==> src/rtl/core/assert_macros.svh <==
// ----------------------------------------------------------------------------
// Assertion macros
// Shared concurrent assertion forms, clocked on clk and held off in reset.
// ----------------------------------------------------------------------------
`ifndef ASSERT_MACROS_SVH
`define ASSERT_MACROS_SVH

// Check a property at every rising edge outside reset
`define RPF_ASSERT(lbl, prop, msg) \
  lbl: assert property (@(posedge clk) disable iff (!rst_n) (prop)) else $error(msg);

// Check that a condition never holds outside reset
`define RPF_NEVER(lbl, cond, msg) \
  lbl: assert property (@(posedge clk) disable iff (!rst_n) !(cond)) else $error(msg);

`endif

==> src/rtl/core/rpf_pkg.sv <==
// ----------------------------------------------------------------------------
// rpf_pkg
// Types, constants and helper functions of the palette fade sequencer.
// ----------------------------------------------------------------------------
package rpf_pkg;

  localparam int PALETTE_SIZE = 6;
  localparam int POS_W        = (PALETTE_SIZE > 2) ? $clog2(PALETTE_SIZE) : 1;

  // Reciprocal constants for the fixed divides
  localparam logic [26:0] AQ_RECIP   = 27'd122713352;  // ceil(2^32 / 35)
  localparam logic [25:0] FT_RECIP   = 26'd38498307;   // ceil(2^40 / 28560)
  localparam logic [7:0]  DIV5_RECIP = 8'd205;         // 205 / 1024 ~ 1/5

  typedef logic [2:0][7:0] rgb_t;

  typedef enum logic [2:0] {
    ST_IDLE,
    ST_ITER,
    ST_CR_SQ,
    ST_CR_CU,
    ST_CR_CMP,
    ST_DONE
  } state_t;

  typedef enum logic [1:0] {
    CFG_THROUGH_BLACK,
    CFG_BRIGHTNESS,
    CFG_FADE_SPEED,
    CFG_START_COLOR
  } cfg_idx_t;

  typedef enum logic [1:0] {
    LVL_ZERO,
    LVL_235,
    LVL_255
  } lvl_t;

  typedef struct packed {
    logic start;
    logic iter;
    logic cr_sq;
    logic cr_cu;
    logic cr_cmp;
    logic finish;
  } cmd_t;

  typedef struct packed {
    logic iter_done;
    logic need_root;
    logic bit_last;
    logic cfg_busy;
  } sts_t;

  typedef struct packed {
    rgb_t       v;
    logic [7:0] md;
  } step_res_t;

  // Fold a palette position onto the six base colors
  function automatic logic [2:0] base_idx(input logic [POS_W-1:0] pos);
    logic [4:0] p;
    p = 5'(pos);
    if (p >= 5'd12) p = p - 5'd12;
    if (p >= 5'd6)  p = p - 5'd6;
    return p[2:0];
  endfunction

  // Base palette level of one channel (channel 2 is red, 0 is blue)
  function automatic lvl_t base_lvl(input logic [2:0] idx, input logic [1:0] ch);
    lvl_t l;
    l = LVL_ZERO;
    case (idx)
      3'd0: l = (ch == 2'd2) ? LVL_255 : LVL_ZERO;
      3'd1: l = (ch == 2'd2) ? LVL_235 : ((ch == 2'd1) ? LVL_255 : LVL_ZERO);
      3'd2: l = (ch == 2'd0) ? LVL_255 : LVL_ZERO;
      3'd3: l = (ch == 2'd2) ? LVL_255 : ((ch == 2'd0) ? LVL_235 : LVL_ZERO);
      3'd4: l = (ch == 2'd1) ? LVL_255 : LVL_ZERO;
      3'd5: l = (ch == 2'd1) ? LVL_235 : ((ch == 2'd0) ? LVL_255 : LVL_ZERO);
      default: l = LVL_ZERO;
    endcase
    return l;
  endfunction

  // Move each channel one count toward the target; report largest distance left, at least 15
  function automatic step_res_t step_rgb(input rgb_t v, input rgb_t t);
    step_res_t r;
    logic [7:0] d;
    r.md = 8'd15;
    r.v  = v;
    for (int c = 0; c < 3; c++) begin
      if (v[c] < t[c]) begin
        r.v[c] = v[c] + 8'd1;
      end else if (v[c] > t[c]) begin
        r.v[c] = v[c] - 8'd1;
      end
      d = (r.v[c] > t[c]) ? (r.v[c] - t[c]) : (t[c] - r.v[c]);
      if (d > r.md) r.md = d;
    end
    return r;
  endfunction

endpackage

==> src/rtl/core/rgb_palette_fade_sequencer_top.sv <==
// Sequence: accept, palette iterations until one takes a step or the third
//   has run, then for a black or direct fade a bit-serial cube root search
//   over 7 bits (square, cube and compare steps per bit), then result load.
// Throughput: one transaction at a time, the next accepted once the result is
//   loaded; a register write stalls the input until the derived values settle.
// Reset: synchronous active-low rst_n; clears color, position and phase state.
// ----------------------------------------------------------------------------
// rgb_palette_fade_sequencer_top
// Frame-tick RGB palette fade engine with through-black mode and stop abort.
// ----------------------------------------------------------------------------
module rgb_palette_fade_sequencer_top import rpf_pkg::*; (
  input  logic        clk,
  input  logic        rst_n,
  input  logic        cfg_valid,
  output logic        cfg_ready,
  input  logic [1:0]  cfg_index,
  input  logic [23:0] cfg_wdata,
  input  logic        in_valid,
  output logic        in_stall,
  input  logic        in_stop,
  output logic        out_valid,
  input  logic        out_stall,
  output logic [7:0]  out_red,
  output logic [7:0]  out_green,
  output logic [7:0]  out_blue,
  output logic [7:0]  out_frame_delay_ms,
  output logic        out_was_interrupted,
  output logic [2:0]  out_palette_slot
);

  cmd_t cmd;
  sts_t sts;

  // Configuration is always taken
  assign cfg_ready = 1'b1;

  rpf_ctrl u_ctrl (
    .clk       (clk),
    .rst_n     (rst_n),
    .in_valid  (in_valid),
    .in_stall  (in_stall),
    .out_valid (out_valid),
    .out_stall (out_stall),
    .cmd       (cmd),
    .sts       (sts)
  );

  rpf_dp u_dp (
    .clk                 (clk),
    .rst_n               (rst_n),
    .cfg_wr              (cfg_valid && cfg_ready),
    .cfg_index           (cfg_index),
    .cfg_wdata           (cfg_wdata),
    .in_stop             (in_stop),
    .cmd                 (cmd),
    .sts                 (sts),
    .out_red             (out_red),
    .out_green           (out_green),
    .out_blue            (out_blue),
    .out_frame_delay_ms  (out_frame_delay_ms),
    .out_was_interrupted (out_was_interrupted),
    .out_palette_slot    (out_palette_slot)
  );

endmodule

==> src/rtl/core/rpf_ctrl.sv <==
// ----------------------------------------------------------------------------
// rpf_ctrl
// Sequencer of the fade engine: palette iterations, cube root search and
// result hand-off.
// ----------------------------------------------------------------------------
module rpf_ctrl import rpf_pkg::*; (
  input  logic clk,
  input  logic rst_n,
  input  logic in_valid,
  output logic in_stall,
  output logic out_valid,
  input  logic out_stall,
  output cmd_t cmd,
  input  sts_t sts
);

  state_t state_r, state_nxt;
  logic   out_valid_r, out_valid_nxt;

  // Next state
  always_comb begin
    state_nxt = state_r;
    case (state_r)
      ST_IDLE: begin
        if (in_valid && !sts.cfg_busy) state_nxt = ST_ITER;
      end
      ST_ITER: begin
        if (sts.iter_done) state_nxt = sts.need_root ? ST_CR_SQ : ST_DONE;
      end
      ST_CR_SQ:  state_nxt = ST_CR_CU;
      ST_CR_CU:  state_nxt = ST_CR_CMP;
      ST_CR_CMP: state_nxt = sts.bit_last ? ST_DONE : ST_CR_SQ;
      ST_DONE: begin
        if (!out_valid_r || !out_stall) state_nxt = ST_IDLE;
      end
      default: state_nxt = ST_IDLE;
    endcase
  end

  // Commands to the datapath
  always_comb begin
    cmd = '0;
    case (state_r)
      ST_IDLE:   cmd.start  = in_valid && !sts.cfg_busy;
      ST_ITER:   cmd.iter   = 1'b1;
      ST_CR_SQ:  cmd.cr_sq  = 1'b1;
      ST_CR_CU:  cmd.cr_cu  = 1'b1;
      ST_CR_CMP: cmd.cr_cmp = 1'b1;
      ST_DONE:   cmd.finish = !out_valid_r || !out_stall;
      default:   cmd = '0;
    endcase
  end

  // Hold the result until the consumer takes it
  always_comb begin
    out_valid_nxt = out_valid_r;
    if (out_valid_r && !out_stall) out_valid_nxt = 1'b0;
    if (cmd.finish) out_valid_nxt = 1'b1;
  end

  always_ff @(posedge clk) begin
    if (!rst_n) begin
      state_r     <= ST_IDLE;
      out_valid_r <= 1'b0;
    end else begin
      state_r     <= state_nxt;
      out_valid_r <= out_valid_nxt;
    end
  end

  // Stall while busy or while the derived constants settle after a write
  assign in_stall  = (state_r != ST_IDLE) || sts.cfg_busy;
  assign out_valid = out_valid_r;

endmodule

==> src/rtl/core/rpf_dp.sv <==
// ----------------------------------------------------------------------------
// rpf_dp
// Datapath of the fade engine: configuration, color state, scaled targets,
// frame time and the bit-serial cube root delay search.
// ----------------------------------------------------------------------------
`include "assert_macros.svh"

module rpf_dp import rpf_pkg::*; (
  input  logic        clk,
  input  logic        rst_n,
  input  logic        cfg_wr,
  input  logic [1:0]  cfg_index,
  input  logic [23:0] cfg_wdata,
  input  logic        in_stop,
  input  cmd_t        cmd,
  output sts_t        sts,
  output logic [7:0]  out_red,
  output logic [7:0]  out_green,
  output logic [7:0]  out_blue,
  output logic [7:0]  out_frame_delay_ms,
  output logic        out_was_interrupted,
  output logic [2:0]  out_palette_slot
);

  // Configuration
  logic       tb_r, tb_nxt;
  logic [7:0] bright_r, bright_nxt;
  logic [7:0] speed_r, speed_nxt;
  logic [1:0] settle_r, settle_nxt;

  // Fade state
  rgb_t             cur_r, cur_nxt;
  rgb_t             res_r, res_nxt;
  logic [POS_W-1:0] pos_r, pos_nxt;
  logic             bpn_r, bpn_nxt;

  // Per-transaction working registers
  logic       stop_r, stop_nxt;
  logic [1:0] it_r, it_nxt;
  logic       dyn_r, dyn_nxt;
  logic       run_res_r, run_res_nxt;
  logic [7:0] md_r, md_nxt;
  logic [6:0] n_r, n_nxt;
  logic [2:0] bit_r, bit_nxt;
  logic [13:0] p1_r;
  logic [20:0] p2_r;

  // Derived constants, refreshed every cycle from the configuration
  logic [15:0] aq_r;
  logic [7:0]  s255_r, s235_r;
  logic [22:0] ftx_r;
  logic [7:0]  f_r;
  logic [5:0]  d5_r;
  logic [15:0] f2_r;
  logic [22:0] f3_r;

  // Result registers
  logic [7:0] red_r, green_r, blue_r, delay_r;
  logic       intr_r;
  logic [2:0] slot_r;

  logic [20:0] aq_v;
  logic [47:0] aq_prod;
  logic [23:0] m255, m235;
  logic [17:0] ft_num;
  logic [48:0] ft_prod;
  logic [15:0] d5_prod;

  rgb_t             tgt;
  step_res_t        st_cur, st_blk, st_res;
  logic [POS_W-1:0] pos_adv;
  logic             step_now, dyn_now;
  logic [6:0]       cand;
  logic [28:0]      p3;

  function automatic logic [23:0] s255_mul(input logic [15:0] a);
    return 24'(a) * 24'd255;
  endfunction

  // Alpha in Q1.15 and the two scaled palette levels
  assign aq_v    = 21'({5'd0, bright_r} + 13'd25) << 12;
  assign aq_prod = 48'(aq_v) * 48'(AQ_RECIP);
  assign m255    = 24'(s255_mul(aq_r));
  assign m235    = 24'(aq_r) * 24'd235;

  // Frame time and its fifth
  assign ft_num  = 18'(9'd256 - 9'(speed_r)) * 18'd280 + 18'(8'd255 - bright_r) * 18'd255;
  assign ft_prod = 49'(ftx_r) * 49'(FT_RECIP);
  assign d5_prod = 16'(f_r) * 16'(DIV5_RECIP);

  always_ff @(posedge clk) begin
    aq_r   <= aq_prod[47:32];
    s255_r <= m255[22:15];
    s235_r <= m235[22:15];
    ftx_r  <= 23'(ft_num * 18'd37);
    f_r    <= 8'(9'd15 + 9'(ft_prod[48:40]));
    d5_r   <= d5_prod[15:10];
    f2_r   <= 16'(f_r) * 16'(f_r);
    f3_r   <= 23'(24'(f2_r) * 24'(f_r));
  end

  // Target of the current palette position
  always_comb begin
    for (int c = 0; c < 3; c++) begin
      case (base_lvl(base_idx(pos_r), 2'(c)))
        LVL_255: tgt[c] = s255_r;
        LVL_235: tgt[c] = s235_r;
        default: tgt[c] = 8'd0;
      endcase
    end
  end

  assign st_cur  = step_rgb(cur_r, tgt);
  assign st_blk  = step_rgb(cur_r, '0);
  assign st_res  = step_rgb(res_r, tgt);
  assign pos_adv = (32'(pos_r) + 32'd1 >= 32'(PALETTE_SIZE)) ? '0 : POS_W'(pos_r + 1'b1);
  assign cand    = n_r | (7'd1 << bit_r);
  assign p3      = 29'(p2_r) * 29'(md_r);

  // Next-state logic of the datapath
  always_comb begin
    tb_nxt      = tb_r;
    bright_nxt  = bright_r;
    speed_nxt   = speed_r;
    settle_nxt  = (settle_r != 2'd0) ? settle_r - 2'd1 : 2'd0;
    cur_nxt     = cur_r;
    res_nxt     = res_r;
    pos_nxt     = pos_r;
    bpn_nxt     = bpn_r;
    stop_nxt    = stop_r;
    it_nxt      = it_r;
    dyn_nxt     = dyn_r;
    run_res_nxt = run_res_r;
    md_nxt      = md_r;
    n_nxt       = n_r;
    bit_nxt     = bit_r;
    step_now    = 1'b0;
    dyn_now     = 1'b0;

    // Take configuration writes; hold input off until derived values settle
    if (cfg_wr) begin
      settle_nxt = 2'd3;
      case (cfg_idx_t'(cfg_index))
        CFG_THROUGH_BLACK: tb_nxt = cfg_wdata[0];
        CFG_BRIGHTNESS:    bright_nxt = cfg_wdata[7:0];
        CFG_FADE_SPEED:    speed_nxt = cfg_wdata[7:0];
        CFG_START_COLOR:   cur_nxt = cfg_wdata;
        default:           tb_nxt = tb_r;
      endcase
    end

    // Open a transaction
    if (cmd.start) begin
      stop_nxt    = in_stop;
      it_nxt      = 2'd0;
      dyn_nxt     = 1'b0;
      run_res_nxt = 1'b0;
      n_nxt       = 7'd0;
      bit_nxt     = 3'd6;
      if (32'(pos_r) >= 32'(PALETTE_SIZE)) pos_nxt = '0;
    end

    // One palette iteration
    if (cmd.iter) begin
      it_nxt = it_r + 2'd1;
      if (!tb_r) begin
        if (cur_r == tgt) begin
          pos_nxt = pos_adv;
        end else begin
          cur_nxt = st_cur.v;
          md_nxt  = st_cur.md;
          step_now = 1'b1;
          dyn_now  = 1'b1;
        end
      end else if (bpn_r && (cur_r != '0)) begin
        cur_nxt = st_blk.v;
        md_nxt  = st_blk.md;
        step_now = 1'b1;
        dyn_now  = 1'b1;
      end else if (res_r != tgt) begin
        res_nxt     = st_res.v;
        run_res_nxt = 1'b1;
        step_now    = 1'b1;
      end else begin
        bpn_nxt = 1'b1;
        res_nxt = '0;
        cur_nxt = tgt;
        pos_nxt = pos_adv;
      end
      dyn_nxt = dyn_now;
    end

    // Cube root search: keep the candidate bit when cand^3 * d fits in F^3
    if (cmd.cr_cmp) begin
      if (p3 <= 29'(f3_r)) n_nxt = cand;
      bit_nxt = bit_r - 3'd1;
    end

    // Abort in the approach phase: restore the resume color
    if (cmd.finish && stop_r && run_res_r) begin
      cur_nxt = res_r;
      bpn_nxt = 1'b0;
    end
  end

  assign sts.iter_done = step_now || (it_r == 2'd2);
  assign sts.need_root = step_now && dyn_now;
  assign sts.bit_last  = (bit_r == 3'd0);
  assign sts.cfg_busy  = (settle_r != 2'd0);

  always_ff @(posedge clk) begin
    if (!rst_n) begin
      tb_r     <= 1'b0;
      bright_r <= 8'd255;
      speed_r  <= 8'd255;
      settle_r <= 2'd3;
      cur_r    <= '0;
      res_r    <= '0;
      pos_r    <= '0;
      bpn_r    <= 1'b0;
    end else begin
      tb_r     <= tb_nxt;
      bright_r <= bright_nxt;
      speed_r  <= speed_nxt;
      settle_r <= settle_nxt;
      cur_r    <= cur_nxt;
      res_r    <= res_nxt;
      pos_r    <= pos_nxt;
      bpn_r    <= bpn_nxt;
    end
  end

  // Working registers and cube root products
  always_ff @(posedge clk) begin
    stop_r    <= stop_nxt;
    it_r      <= it_nxt;
    dyn_r     <= dyn_nxt;
    run_res_r <= run_res_nxt;
    md_r      <= md_nxt;
    n_r       <= n_nxt;
    bit_r     <= bit_nxt;
    if (cmd.cr_sq) p1_r <= 14'(cand) * 14'(cand);
    if (cmd.cr_cu) p2_r <= 21'(p1_r) * 21'(cand);
  end

  // Load the result
  always_ff @(posedge clk) begin
    if (cmd.finish) begin
      slot_r <= 3'(pos_r);
      if (stop_r) begin
        red_r   <= 8'd0;
        green_r <= 8'd0;
        blue_r  <= 8'd0;
        delay_r <= 8'd0;
        intr_r  <= 1'b1;
      end else begin
        red_r   <= run_res_r ? res_r[2] : cur_r[2];
        green_r <= run_res_r ? res_r[1] : cur_r[1];
        blue_r  <= run_res_r ? res_r[0] : cur_r[0];
        delay_r <= dyn_r ? 8'(n_r) : 8'(d5_r);
        intr_r  <= 1'b0;
      end
    end
  end

  assign out_red             = red_r;
  assign out_green           = green_r;
  assign out_blue            = blue_r;
  assign out_frame_delay_ms  = delay_r;
  assign out_was_interrupted = intr_r;
  assign out_palette_slot    = slot_r;

  `RPF_ASSERT(a_pos_range, 32'(pos_r) < 32'(PALETTE_SIZE), "palette position out of range")
  `RPF_ASSERT(a_root_only_dyn, cmd.cr_sq |-> dyn_r, "cube root run on a static step")
  `RPF_ASSERT(a_stop_black, cmd.finish && stop_r |=> (red_r == 8'd0) && (delay_r == 8'd0) && intr_r, "interrupted result not black")

endmodule
==> config.mk <==
export PLATFORM = sky130hd
export DESIGN_NAME = rgb_palette_fade_sequencer_top
export DESIGN_NICKNAME = d
export VERILOG_FILES = /design/src/rtl/core/rpf_pkg.sv /design/src/rtl/core/rgb_palette_fade_sequencer_top.sv /design/src/rtl/core/rpf_ctrl.sv /design/src/rtl/core/rpf_dp.sv
export VERILOG_INCLUDE_DIRS = /design/src /design/src/rtl/core
export SDC_FILE = /design/constraint.sdc
export NUM_CORES = 2
export LEC_CHECK = 0
export ABC_CLOCK_PERIOD_IN_PS = 9950
export BUFFER_PORTS_ARGS = -buffer_cell sky130_fd_sc_hd__buf_2
export CAP_MARGIN = 40
export CORE_MARGIN = 2
export CORE_UTILIZATION = 35
export CTS_CLUSTER_DIAMETER = 50
export DETAILED_ROUTE_END_ITERATION = 7
export GPL_ROUTABILITY_DRIVEN = 0
export PLACE_DENSITY = 0.6
export SYNTH_ARGS = -nofsm -noshare
export SYNTH_HDL_FRONTEND = slang
export SYNTH_SLANG_ARGS = --single-unit
==> constraint.sdc <==
create_clock -name clk -period 9.95 [get_ports clk]
set_input_delay 2.985 -clock clk [delete_from_list [all_inputs] [get_ports clk]]
set_output_delay 2.985 -clock clk [all_outputs]
set_load 0.005 [all_outputs]
* Word-level counts from Yosys, hierarchy flattened *
Index checks and enable logic that the tools add are counted.

cells by class
  add/subtract/negate cells = 32
  multiply operators = 13
  div/mod/pow operators = 0
  magnitude comparators = 34
  eq/ne operators = 30
  shift-type cells = 1
  multiplexer cells = 99
  bitwise operators = 5
  reductions and logical operators = 37

operators with widths
  kind                      count
  $mux W8                   36
  $mux W24                  9
  $gt A8 B8 Y1              13
  $add A8 B1 Y8 const B     6
  $gt A8 B1 Y1 const B      6
  $lt A8 B8 Y1              6
  $mul A23 B26 Y48 const B  1
  $mux W3                   16
  $pmux W8 S2               3
  $sub A8 B1 Y8 const B     6
  $sub A8 B8 Y8             6
  $mul A16 B8 Y23 const B   2
  $mul A9 B24 Y33 const B   1
  $ge A32 B3 Y1 const B     1
  $le A29 B23 Y1            1
  $mul A21 B8 Y29           1
  $eq A24 B24 Y1            1
  $lt A8 B1 Y1 const B      3
  $mux W1                   24
  $ne A24 B24 Y1            1
  $reduce_bool A24 Y1       1
  $sub A1 B8 Y8 const A     3
  $mul A16 B8 Y23           1
  $mul A18 B6 Y23 const B   1
  46 further kinds          102

storage, ports and cells
  register bits after elaboration = 277
  bits in latches = 0
  bits in writable memories = 0
  ROM bits = 0
  input port bits = 32
  logic and storage cells = 289
  memories kept = 0

* Logic depth before layout (Yosys ltp) *
  depth after elaboration = 20
  gate-level depth with buffers = 53

* By module *
Synthesis repeated with hierarchy kept, for this count alone.

second synthesis, totals
  cells, all modules = 5573
  area, all modules = 50661.1 um^2

modules (own cells, without submodules)
  module                          times used  cells an instance  area each (um^2)  sequential area each (um^2)
  rpf_dp                          1           5532               50332.0           6246.0
  rpf_ctrl                        1           39                 317.8             80.1
  rgb_palette_fade_sequencer_top  1           2                  11.3              0.0

* Worst setup path after synthesis *
OpenSTA, ideal clock, no wires.

  path type = reg2reg
  start = register u_dp.pos_r[0]
  end = register u_dp.md_r[6], data pin
  setup time = 0.266 ns
  data arrival time = 8.708 ns
  data required time = 9.684 ns
  setup slack = 0.975 ns
  stages on the path, launching flop included = 46
  path buffers = 4
  clock period less this slack = 8.975 ns
  cell sequence = dfxtp_1 clkbuf_1 inv_1 ha_1 nor2_1 nand3_1 o21ai_0 ha_1 clkbuf_1 a22oi_1 or2_2 ha_1 nor2b_1 o21a_1 o21a_1 o21a_1 o21a_1 o21ba_2 [... 10 more ...] mux2i_1 xor2_1 nor3_1 nor2b_1 inv_1 ha_1 nand4_1 o211ai_4 mux2i_1 ha_1 a21o_1 a21o_1 a21oi_1 a22oi_1 or2_2 buf_1 inv_1 a211oi_1

between the ends
  cells in the longest elaborated chain, start to end = 20

RTL lines
  item                                           RTL line       RTL
  from (decl)                                    rpf_dp.sv:34   logic [POS_W-1:0] pos_r, pos_nxt;
  from (signal assigned)                         rpf_dp.sv:228  pos_r <= pos_nxt;
  $sub A3 B3 Y3 or $ge A3 B3 Y1 (tied branches)  rpf_pkg.sv:65  if (p >= 5'd6) p = p - 5'd6;
  $mux W3 (*)                                    rpf_pkg.sv:65
  $eq A3 B2 Y1 or $eq A3 B3 Y1 (tied branches)   rpf_pkg.sv:73  case (idx)
  $reduce_or A2 Y1 (no line)                     --
  $pmux W2 S2                                    rpf_pkg.sv:73
  $eq A2 B1 Y1 or $eq A2 B2 Y1 (tied branches)   rpf_dp.sv:105  case (base_lvl(base_idx(pos_r), 2'(c)))
  $pmux W8 S2                                    rpf_dp.sv:105
  $gt A8 B8 Y1                                   rpf_pkg.sv:94  end else if (v[c] > t[c]) begin
  [... 4 more ...]                               --
  $gt A8 B4 Y1                                   rpf_pkg.sv:98  if (d > r.md) r.md = d;
  $mux W8                                        rpf_pkg.sv:98
  $gt A8 B8 Y1                                   rpf_pkg.sv:98
  $mux W8                                        rpf_pkg.sv:98
  $gt A8 B8 Y1                                   rpf_pkg.sv:98
  $mux W8 (*)                                    rpf_pkg.sv:98
  $mux W8 (*)                                    rpf_dp.sv:167  if (cur_r == tgt) begin
  $mux W8 (*)                                    rpf_dp.sv:166  if (!tb_r) begin
  to (signal assigned)                           rpf_dp.sv:239  md_r <= md_nxt;
  to (decl)                                      rpf_dp.sv:42   logic [7:0] md_r, md_nxt;

Mark *: on every way between the ends. The rest lies on a longest branch, timed or not. The select of a mux whose other input is x is not followed.
A chain may end at the register's enable or synchronous reset.

* Final worst setup path *
  start = register u_dp.pos_r[1]
  end = register u_dp.md_r[1], data pin

Same word-level chain as after synthesis.

==> results.sh <==
export IMPL_outcome="finished clean"
export IMPL_slowest_stage="dfxtp_1"
export IMPL_nets=7201
export IMPL_finalNonFillerCells=7543
export IMPL_rows=139
export IMPL_criticalPathCategory="flip-flop to flip-flop"
export IMPL_hold_violations=0
export IMPL_clk_latency_ns=0.64
export IMPL_gr_total_overflow=0
export IMPL_worst_pin_slew_ns=0.9933
export IMPL_layout_setup_ws_ns=0.6783
export IMPL_dpl_cell_area_sq_um=53130
export IMPL_io_pins=71
export IMPL_clk_pin_slew_ns=0.06
export IMPL_dpl_hpwl_microns=100100
export IMPL_period_share_pct=93.18
export IMPL_diodes=0
export IMPL_ys_warn_count=0
export IMPL_cp_required_ns=10.30
export IMPL_first_pass_iters=5
export IMPL_clock_skew_final_ns=0.03040
export IMPL_area_delta_synth_final_pct=8.636
export IMPL_synthTopCellsByArea="fa_1 (25%), ha_1 (23%), inv_1 (7.8%)"
export IMPL_final_common_cell="inv_1"
export IMPL_synthFlopType="dfxtp_1"
export IMPL_syn_inst=5562
export IMPL_cp_top_family="compound AO/OA/AOI/OAI gates"
export IMPL_fmax_ghz=0.1079
export IMPL_final_core_util_pct=38.28
export IMPL_syn_area_sq_um=50560
export IMPL_cts_max_path_buffers=3
export IMPL_drc=0
export IMPL_grt_pass1_vias=38990
export IMPL_maxSlewViolCount=0
export IMPL_num_vias=37860
export IMPL_io_buffers=68
export IMPL_ant_nets=0
export IMPL_setup_viol=0
export IMPL_die_y_microns=384.1
export IMPL_async_reset_ff_share_pct=0
export IMPL_netlist_cell_type_count=95
export IMPL_root_buffer="clkbuf_16"
export IMPL_postCtsHoldBufs=0
export IMPL_period_needed_ns=9.272
export IMPL_cts_tree="built"
export IMPL_hold_path_class="flip-flop to flip-flop"
export IMPL_die_x_microns=384.1
export IMPL_start_util_pct=35.24
export IMPL_grt_max_degree=44
export IMPL_path_buf_inv=3
export IMPL_grt_use_total_pct=16.57
export IMPL_synth_avg_cell_area_sq_um=9.091
export IMPL_numCtsBuffers=49
export IMPL_antenna_found_initial=2
export IMPL_place_ws_ns=0.4780
export IMPL_cap_violations=0
export IMPL_worstSetupEndpointType="flip-flop"
export IMPL_critical_path_max_stage_delay_ns=0.52
export IMPL_ys_seq_elements=274
export IMPL_drt_initial_drc_count=2338
export IMPL_cts_num_sinks=274
export IMPL_path_max_fanout=10
export IMPL_core_area_sq_um=143500
export IMPL_dieArea_sq_um=147500
export IMPL_finalInstanceArea_sq_um=54930
export IMPL_synth_top_cell_by_area="fa_1"
export IMPL_htreeDepth=2
export IMPL_synth_edf_count=84
export IMPL_crit_path_frequent_cell="ha_1"
export IMPL_arrival_ns=9.62
export IMPL_wl_per_cell_microns=15.92
export IMPL_drive_gt1_share_pct=5.018
export IMPL_slew_headroom_pct=33.69
export IMPL_vias_per_cell=5.019
export IMPL_grt_pass1_wl_microns=200200
export IMPL_drt_wl_total_microns=120100
export IMPL_synth_top_cell_area_share_pct=25.30
export IMPL_seq_area_frac_synth_pct=12.51
export IMPL_dp_cells=7448
export IMPL_final_cell_mix="inv_1 (1046), ha_1 (926), fa_1 (639)"
export IMPL_start_kind="flip-flop"
[layer usage]
layer / GRT usage (%) / part of all wire, % / vias to the layer above
met5: 0 / 0 / -
met4: 4.590 / 2.8 / 0
met3: 2.320 / 4.7 / 190
met2: 26.74 / 45 / 751
met1: 23.09 / 47 / 18550
li1: - / - / 18370
[sequential cells by signal (all words and copies together) (netlist names), 13 cells and up]
signal      count
u_dp.cur_r     24
u_dp.p1_r      13
u_dp.f3_r      23
u_dp.p2_r      21
u_dp.ftx_r     23
u_dp.f2_r      15
u_dp.aq_r      16
u_dp.res_r     24
[per-stage QoR]
stage               hold WS [ns]  setup TNS (ns)
floorplan                 0.3782               0
global placement          0.4458               0
detailed placement        0.4528               0
CTS                       0.4613               0
global route              0.4890       -0.009690
finish                    0.4602               0
[Yosys cell counts (all sizes together) (18+ instances only)]
library cell     n
o211ai          37
clkbuf         115
o21a            51
fa             639
inv           1046
edfxtp          84
nand3           69
nor3            72
nand2b          37
buf             18
a211oi          18
dfxtp          190
a221oi          23
and2           191
mux2i           90
o21bai          38
a22oi           49
nand2          436
nor2           303
or2             28
nor2b           47
a21oi          238
xnor2          188
a21o            85
a31oi           22
xor2            70
ha             929
nand4           36
o21ai          167
[timing repair]
action                     4_1_cts  5_1_grt
setup endpoints to repair        0       10
setup buffers                    0        5
resized for setup                0       13
[worst register-to-register path, delay by kind of cell, from the launching register on]
| family | cells | cell delay [ns] |
|---|---|---|
| compound gates | 20 | 3.72 |
| simple gates | 14 | 2.04 |
| fa+ha+maj | 6 | 1.79 |
| flops | 1 | 0.52 |
| buf+inv | 3 | 0.42 |
| mux | 1 | 0.30 |
| xor+xnor | 1 | 0.19 |
[area by class of cell]
| type | instances | area (sq um) |
|---|---|---|
| Clock inverter | 26 | 345.3 |
| Clock buffer | 64 | 1378 |
| Sequential cell | 274 | 6327 |
| Multi-Input combinational cell | 4118 | 39880 |
| Fill cell | 14340 | 88550 |
| Inverter | 1047 | 3930 |
| Timing Repair Buffer | 111 | 690.7 |
| Tap cell | 1903 | 2381 |
[final timing paths]
path	from	end	slack (ns)	cells after the start
setup / recovery	u_dp.pos_r[1]	u_dp.md_r[1]	0.68	45
hold / removal	u_dp.settle_r[1]	u_dp.settle_r[1]	0.46	2
setup reg to reg	u_dp.pos_r[1]	u_dp.md_r[1]	0.68	45
hold reg to reg	u_dp.settle_r[1]	u_dp.settle_r[1]	0.46	2
[cells by family after synthesis]
| kind of cell | after synthesis | synth area share (%) |
|---|---|---|
| adders and majority gates | 1568 | 48.29 |
| and+or+nand+nor | 1313 | 12.56 |
| buffers and inverters | 1180 | 8.839 |
| AOI/OAI and AO/OA | 864 | 11.25 |
| DFF | 274 | 12.51 |
| xor gates and xnor gates | 258 | 4.469 |
| muxes | 103 | 2.071 |
| other | 2 | 0.01485 |
Power is not shown: default switching activity piles up to over one toggle a cycle in this logic, so the estimate is an artifact.
